===== src/rtl/hhc_pkg.sv =====
// Types and constants of the HTTP header end and limit checker.
// No dependencies; used by every module of the block.
`default_nettype none

package hhc_pkg;

   localparam int COUNT_W = 26;
   localparam int LINE_W  = 17;
   localparam int FCNT_W  = 11;

   localparam logic [COUNT_W-1:0] COUNT_MAX  = {COUNT_W{1'b1}};
   localparam logic [LINE_W-1:0]  LINE_MAX   = {LINE_W{1'b1}};
   localparam logic [FCNT_W-1:0]  FIELDS_MAX = {FCNT_W{1'b1}};

   localparam logic [7:0] CHAR_CR = 8'h0D;
   localparam logic [7:0] CHAR_LF = 8'h0A;

   localparam logic [2:0] ST_NEED_MORE  = 3'd0;
   localparam logic [2:0] ST_VALID      = 3'd1;
   localparam logic [2:0] ST_LINE_LONG  = 3'd2;
   localparam logic [2:0] ST_FIELD_LONG = 3'd3;
   localparam logic [2:0] ST_TOO_MANY   = 3'd4;
   localparam logic [2:0] ST_TOTAL      = 3'd5;

   localparam logic [1:0] ERR_NONE       = 2'd0;
   localparam logic [1:0] ERR_LINE_LONG  = 2'd1;
   localparam logic [1:0] ERR_FIELD_LONG = 2'd2;

   localparam logic [1:0] MATCH_NONE = 2'd0;
   localparam logic [1:0] MATCH_CR   = 2'd1;
   localparam logic [1:0] MATCH_CRLF = 2'd2;
   localparam logic [1:0] MATCH_CRLFCR = 2'd3;

   localparam logic [1:0] REG_MAX_LINE   = 2'd0;
   localparam logic [1:0] REG_MAX_FIELD  = 2'd1;
   localparam logic [1:0] REG_MAX_COUNT  = 2'd2;
   localparam logic [1:0] REG_TOTAL      = 2'd3;

   typedef struct packed {
      logic [7:0] data_byte;
      logic       start_flag;
   } req_type;

   typedef struct packed {
      logic [2:0]         status;
      logic [COUNT_W-1:0] header_length;
   } rsp_type;

   typedef struct packed {
      logic [15:0]        max_line_length;
      logic [15:0]        max_field_length;
      logic [9:0]         max_field_count;
      logic [COUNT_W-1:0] total_byte_limit;
   } cfg_type;

   typedef struct packed {
      logic [1:0]         match_progress;
      logic [COUNT_W-1:0] byte_count;
      logic [LINE_W-1:0]  line_length;
      logic               on_request_line;
      logic [FCNT_W-1:0]  field_count;
      logic [1:0]         first_error;
      logic               finished;
   } state_type;

   localparam state_type STATE_CLEAR = '{
      match_progress:  MATCH_NONE,
      byte_count:      '0,
      line_length:     '0,
      on_request_line: 1'b1,
      field_count:     '0,
      first_error:     ERR_NONE,
      finished:        1'b0
   };

endpackage

`default_nettype wire


===== src/rtl/hhc_step.sv =====
// Per-byte update of the header scan: terminator match, counters and limit checks.
// Depends on hhc_pkg; purely combinational.
`default_nettype none

module hhc_step (
   input  wire hhc_pkg::state_type   cur,
   input  wire hhc_pkg::req_type     req,
   input  wire hhc_pkg::cfg_type     cfg,
   output hhc_pkg::state_type        nxt,
   output hhc_pkg::rsp_type          rsp
);
   import hhc_pkg::*;

   always_comb begin
      state_type          s;
      logic [COUNT_W-1:0] bc;
      logic [LINE_W-1:0]  ll;

      s = req.start_flag ? STATE_CLEAR : cur;
      nxt = s;
      rsp.status = ST_NEED_MORE;
      rsp.header_length = '0;
      bc = (s.byte_count != COUNT_MAX) ? s.byte_count + 1'b1 : s.byte_count;
      ll = (s.line_length != LINE_MAX) ? s.line_length + 1'b1 : s.line_length;

      if (!s.finished) begin
         nxt.byte_count = bc;
         nxt.line_length = ll;
         if (req.data_byte == CHAR_CR) begin
            nxt.match_progress = (s.match_progress == MATCH_CRLF) ? MATCH_CRLFCR : MATCH_CR;
         end else if (req.data_byte == CHAR_LF && s.match_progress == MATCH_CR) begin
            if (s.on_request_line) begin
               if (ll > {1'b0, cfg.max_line_length} && s.first_error == ERR_NONE) begin
                  nxt.first_error = ERR_LINE_LONG;
               end
               nxt.on_request_line = 1'b0;
            end else begin
               if (ll > {1'b0, cfg.max_field_length} && s.first_error == ERR_NONE) begin
                  nxt.first_error = ERR_FIELD_LONG;
               end
               if (s.field_count != FIELDS_MAX) begin
                  nxt.field_count = s.field_count + 1'b1;
               end
            end
            nxt.line_length = '0;
            nxt.match_progress = MATCH_CRLF;
         end else if (req.data_byte == CHAR_LF && s.match_progress == MATCH_CRLFCR) begin
            nxt.match_progress = MATCH_NONE;
            nxt.line_length = '0;
            nxt.finished = 1'b1;
            if (s.first_error == ERR_LINE_LONG) begin
               rsp.status = ST_LINE_LONG;
            end else if (s.first_error == ERR_FIELD_LONG) begin
               rsp.status = ST_FIELD_LONG;
            end else if (s.field_count > {1'b0, cfg.max_field_count}) begin
               rsp.status = ST_TOO_MANY;
            end else begin
               rsp.status = ST_VALID;
            end
            rsp.header_length = bc - COUNT_W'(2);
         end else begin
            nxt.match_progress = MATCH_NONE;
         end

         if (!nxt.finished && bc >= cfg.total_byte_limit) begin
            nxt.finished = 1'b1;
            rsp.status = ST_TOTAL;
            rsp.header_length = bc;
         end
      end
   end

endmodule

`default_nettype wire


===== config.mk =====
export PLATFORM = sky130hd
export DESIGN_NAME = hhc_step
export DESIGN_NICKNAME = d
export VERILOG_FILES = /design/src/rtl/hhc_pkg.sv /design/src/rtl/hhc_step.sv
export SDC_FILE = /design/constraint.sdc
export NUM_CORES = 1
export LEC_CHECK = 0
export BUFFER_PORTS_ARGS = -buffer_cell sky130_fd_sc_hd__buf_2
export CORE_UTILIZATION = 50
export DETAILED_ROUTE_END_ITERATION = 16
export PLACE_DENSITY = 0.84
export SYNTH_ARGS = -nofsm -noshare
export SYNTH_HDL_FRONTEND = slang
export SYNTH_SLANG_ARGS = --single-unit
export TNS_END_PERCENT = 30

===== constraint.sdc =====
create_clock -name vclk -period 11
set_input_delay 1.65 -clock vclk [all_inputs]
set_output_delay 1.65 -clock vclk [all_outputs]
set_load 0.05 [all_outputs]

# Yosys cells after proc, flatten, opt, wreduce, memory -nomap -nowiden
# Cells that the tools add are included.
# classes
mux	28
add_sub_neg	4
n_eq_ne	10
order_cmp	4
n_reduce_logical	7
# ops
cell	n
29-bit 2-to-1 mux	5
60-bit 2-to-1 mux	2
32-bit 2-to-1 mux	2
17-bit 2-to-1 mux	3
17-bit by 16-bit greater-than comparator with 1-bit output	2
26-bit by 1-bit adder with 26-bit output, second input constant	1
26-bit >= comparator	1
26-bit 2-to-1 mux	1
26-bit != test, second input constant	1
26-bit by 2-bit subtractor with 26-bit output, second input constant	1
11-bit 2-to-1 mux	2
17-bit by 1-bit adder with 17-bit output, second input constant	1
17-bit != test, second input constant	1
8-bit by 4-bit equality test with 1-bit output, second input constant	2
14-bit 2-to-1 mux	1
2-bit 2-to-1 mux	6
11-bit by 1-bit adder with 11-bit output, second input constant	1
11-bit by 10-bit greater-than comparator with 1-bit output	1
11-bit != test, second input constant	1
3-bit 2-to-1 mux	3
2-bit equality test, second input constant	3
1-bit logical AND	5
2-bit by 1-bit equality test with 1-bit output, second input constant	2
1-bit 2-to-1 mux	3
2 further kinds	2
# word_totals
ff_bits	0
wordCells	53
inputBits	137
out_inout_bits	89

# Depth between registers and ports, before layout
# logic_depth
word_depth	14
mapped_depth	25
ltp_nobuf	18

# Least setup slack after synthesis
# Ideal clock, no wire load.
# synth_path
path_type	input to output
startpoint	in req[0] in the netlist's numbering
endpoint	out rsp[12] in the netlist's numbering
cell_stages	21
setup_slack_ns	1.951
arrival_ns	7.399
path_cell_list	buf_2 clkbuf_1 clkbuf_1 buf_2 buf_1 nor2b_1 ha_1 and2_1 nand4_1 nor3_2 or4_1 a21oi_1 ha_1 nand4_1 nor2_1 a221oi_1 nand3_1 o21ai_1 clkbuf_1 a21oi_1 a311oi_1
# synth_lines
item	line	text
from (decl)	hhc_step.sv:7	input wire hhc_pkg::req_type req,
to (decl)	hhc_step.sv:10	output hhc_pkg::rsp_type rsp

==> summary.md <==
| Metric | Value |
|---|---|
| PortBufs | `roughly 230` |
| Cell count after synthesis | `just under 800` |
| Compound-Gate Fraction of Synth Area | `between 20% and 30%` |
| Final routed DRC violation total | `0` |
| Number of clock-tree buffers in the layout | `0` |
| Unique cell type count in the Yosys netlist | `64` |
| Critical Path Start Type | `input pin` |
| Post-synthesis simple-gate area fraction | `approximately two fifths` |
| Die outline height | `around 100 um` |
| Initial antenna violation count | `0` |
| Largest net degree at the start of global routing | `between 40 and 50` |
| Starting DRT DRC Count | `between 300 and 400` |
| Die Wd | `102 um` |
| Setup TNS | `0 ns` |
| Slew Viols, Final | `0` |
| DR WL/cell | `~16 um` |
| DRT Pass-1 Iters | `5` |
| Maximum VDD drop | `around 0.000025 V` |
| FFs & Latches | `0` |
| Setup violators final | `0` |
| Actual slew at the worst max-slew pin | `about 1.3 ns` |
| Area share of fa/ha/maj cells after synthesis | `18.9%` |
| Worst relative slew slack | `between 10 and 15%` |
| RSZ-0062 raised after global routing | `false` |
| Final ANT Viol Nets | `0` |
| Nets@finish | `~1200` |
| Pwr/cell area | `between 40 and 50 mW/mm2` |
| FP Rows | `36` |
| Via count | `about 6700` |
| Outcome | `finished, final reports clean` |
| Post CTS Setup Buffer Count | `0` |
| Worst setup EP type | `primary output` |
| First-pass GRT wire length | `about 28000 um` |
| # diodes | `0` |
| Post-layout minimum cycle time | `roughly 10 ns` |
| All-Layer GR Usage | `between 30% and 40%` |
| CP arrival | `roughly 8.4 ns` |
| Starting Density | `between 50% and 60%` |
| Setup WS pre-CTS | `1.27 ns` |
| Synthesized area | `0.00497 mm2` |
| Leakage | `roughly 3.4 nW` |
| Area of the core | `0.00968 mm2` |
| Synthesis Warnings | `0` |
| Placer Congestion | `between 1 and 1.5` |
| Final Core Density | `63.7%` |
| Number of global-route vias before repair | `about 6000` |
| CTS Hold Bufs | `0` |
| Final worst setup slack | `0.992 ns` |
| Fill cells | `947` |
| Min-Delay Path Class | `input pin to primary output` |
| Post-Syn Area per Cell | `6.26 um2` |
| Syn nets | `roughly 1000` |
| Global route overflow | `0` |
| # IOs | `226` |
| Multi-input logic area | `between 0.004 and 0.005 mm2` |
| Final Hold Vio Count | `0` |
| Total Routed Length | `17700 um` |
| Fmax | `99.9 MHz` |
| Hold path cells | `4` |
| Largest family of logic cells by synthesized area | `simple AND/OR/NAND/NOR gates` |
| Synth Area in XOR/XNOR | `a little under 8%` |
| Vias/cell | `roughly 5.9` |
| Max_cap viols | `0` |
| Fin crit share | `between 90% and 100%` |
| Worst Path Required | `9.35 ns` |
| Setup CP Type | `input pin to primary output` |
| Post_cts resized | `0` |
| FF+latch area | `0 um2` |
| Register area share after synthesis | `0%` |
| Share of layout cells above drive strength 1 | `25.0%` |
| CP max FO | `44` |
| Mux contribution to synthesized area | `2.59%` |
| Placed wire-length estimate | `about 15000 um` |
| Synth-to-layout area growth | `24.2%` |
| Die Area | `between 0.01 and 0.015 mm2` |
## final timing paths
path	slack (ns)	startpoint	end
worst max-delay path	0.99	req[0]	rsp[19]
worst min-delay path	3.73	cur[42]	nxt[42]
## metrics by stage
| step | std cells | cell area (um2) | hold slack [ns] | power (mW) |
|---|---|---|---|---|
| finish | 1124 | 6170 | 3.73 | 0.285 |
| global route | 1124 | 6170 | 3.74 | 0.308 |
| CTS | 1124 | 6170 | 3.72 | 0.281 |
| detailed placement | 1124 | 6170 | 3.72 | 0.280 |
| global placement | 1124 | 6170 | 3.72 | 0.276 |
| floorplan | 794 | 4970 | 3.58 | 0.194 |
## critical path, cell delays in order
cell      delay, ns
buf_2          0.35
nor2b_1        0.30
ha_1           0.31
and2_1         0.27
nand4_1        0.43
nor3_2         0.99
o31ai_1        0.20
a21oi_1        0.51
ha_1           0.36
nand4_1        0.11
nor2_1         0.05
a221oi_1       0.28
nand3_1        0.17
o21ai_1        1.02
nand3_2        0.25
or4_1          0.58
mux2i_1        0.20
buf_2          0.29
## Yosys cell counts, types with 3 or more instances
| cell type | count | share of area, % |
|---|---|---|
| nor2b_1 | 23 | 2.9 |
| nand3_1 | 33 | 3.3 |
| nor2_1 | 81 | 6.1 |
| nor4b_1 | 4 | 0.70 |
| a311oi_1 | 5 | 0.88 |
| and4b_1 | 6 | 1.2 |
| and2_1 | 4 | 0.50 |
| a2111oi_0 | 4 | 0.70 |
| buf_2 | 8 | 0.81 |
| nand4_1 | 22 | 2.8 |
| xnor2_1 | 24 | 4.2 |
| o21a_1 | 5 | 0.76 |
| buf_1 | 5 | 0.38 |
| a21o_1 | 17 | 2.6 |
| o21bai_1 | 6 | 0.91 |
| a31oi_1 | 6 | 0.76 |
| o31ai_1 | 11 | 1.7 |
| a21oi_1 | 46 | 4.6 |
| xor2_1 | 20 | 3.5 |
| nand2b_1 | 4 | 0.50 |
| and3_1 | 13 | 1.6 |
| nor3_1 | 17 | 1.7 |
| nand2_1 | 114 | 8.6 |
| or3_1 | 8 | 1.0 |
| a21boi_0 | 3 | 0.45 |
| clkbuf_1 | 19 | 1.4 |
| mux2i_1 | 8 | 1.6 |
| and4_1 | 8 | 1.4 |
| mux2_2 | 3 | 0.68 |
| inv_1 | 79 | 6.0 |
| o21ai_0 | 38 | 3.8 |
| ha_1 | 75 | 19 |
| a22o_1 | 13 | 2.3 |
| a211oi_1 | 7 | 1.1 |
| nor4_1 | 9 | 1.1 |
| or4_1 | 8 | 1.2 |
## logic make-up (layout without fill, tap and decap cells)
kind of cell,after synthesis,in the layout
buffers and inverters,114,311
and+or+nand+nor,371,371
xor gates and xnor gates,44,44
AOI/OAI and AO/OA,178,178
muxes,12,12
adders and majority gates,75,75
## power breakdown
part           switching, mW  internal [mW]
clock                      0              0
sequential                 0              0
combinational          0.195         0.0900
total                  0.195         0.0900
## cell usage in the layout, fill, tap and decap left out, types with 9 or more instances in the layout
cell	n
nand2_1	114
buf_2	226
nor2b_1	22
xnor2_1	24
xor2_1	20
a21oi_1	46
nor3_1	17
nand4_1	22
o31ai_1	10
nor4_1	9
ha_1	75
nor2_1	81
a22o_1	13
o21ai_0	38
a21o_1	17
inv_1	79
and3_1	13
nand3_1	33
## cell type report
class              instances  share of cell area, %
inverters                 80                   4.87
multi-input cells        680                   73.5
well taps                133                   2.70
repair buffers           231                   18.9
## per-layer routing
| metal | part of all wire, % | GRT usage (%) |
|---|---|---|
| met3 | 9.2 | 3.45 |
| met1 | 40 | 40.6 |
| met2 | 47 | 58.6 |
| met5 | 0 | 0 |
| met4 | 3.8 | 12.7 |
No activity file was read; power rests on OpenSTA's default activity.
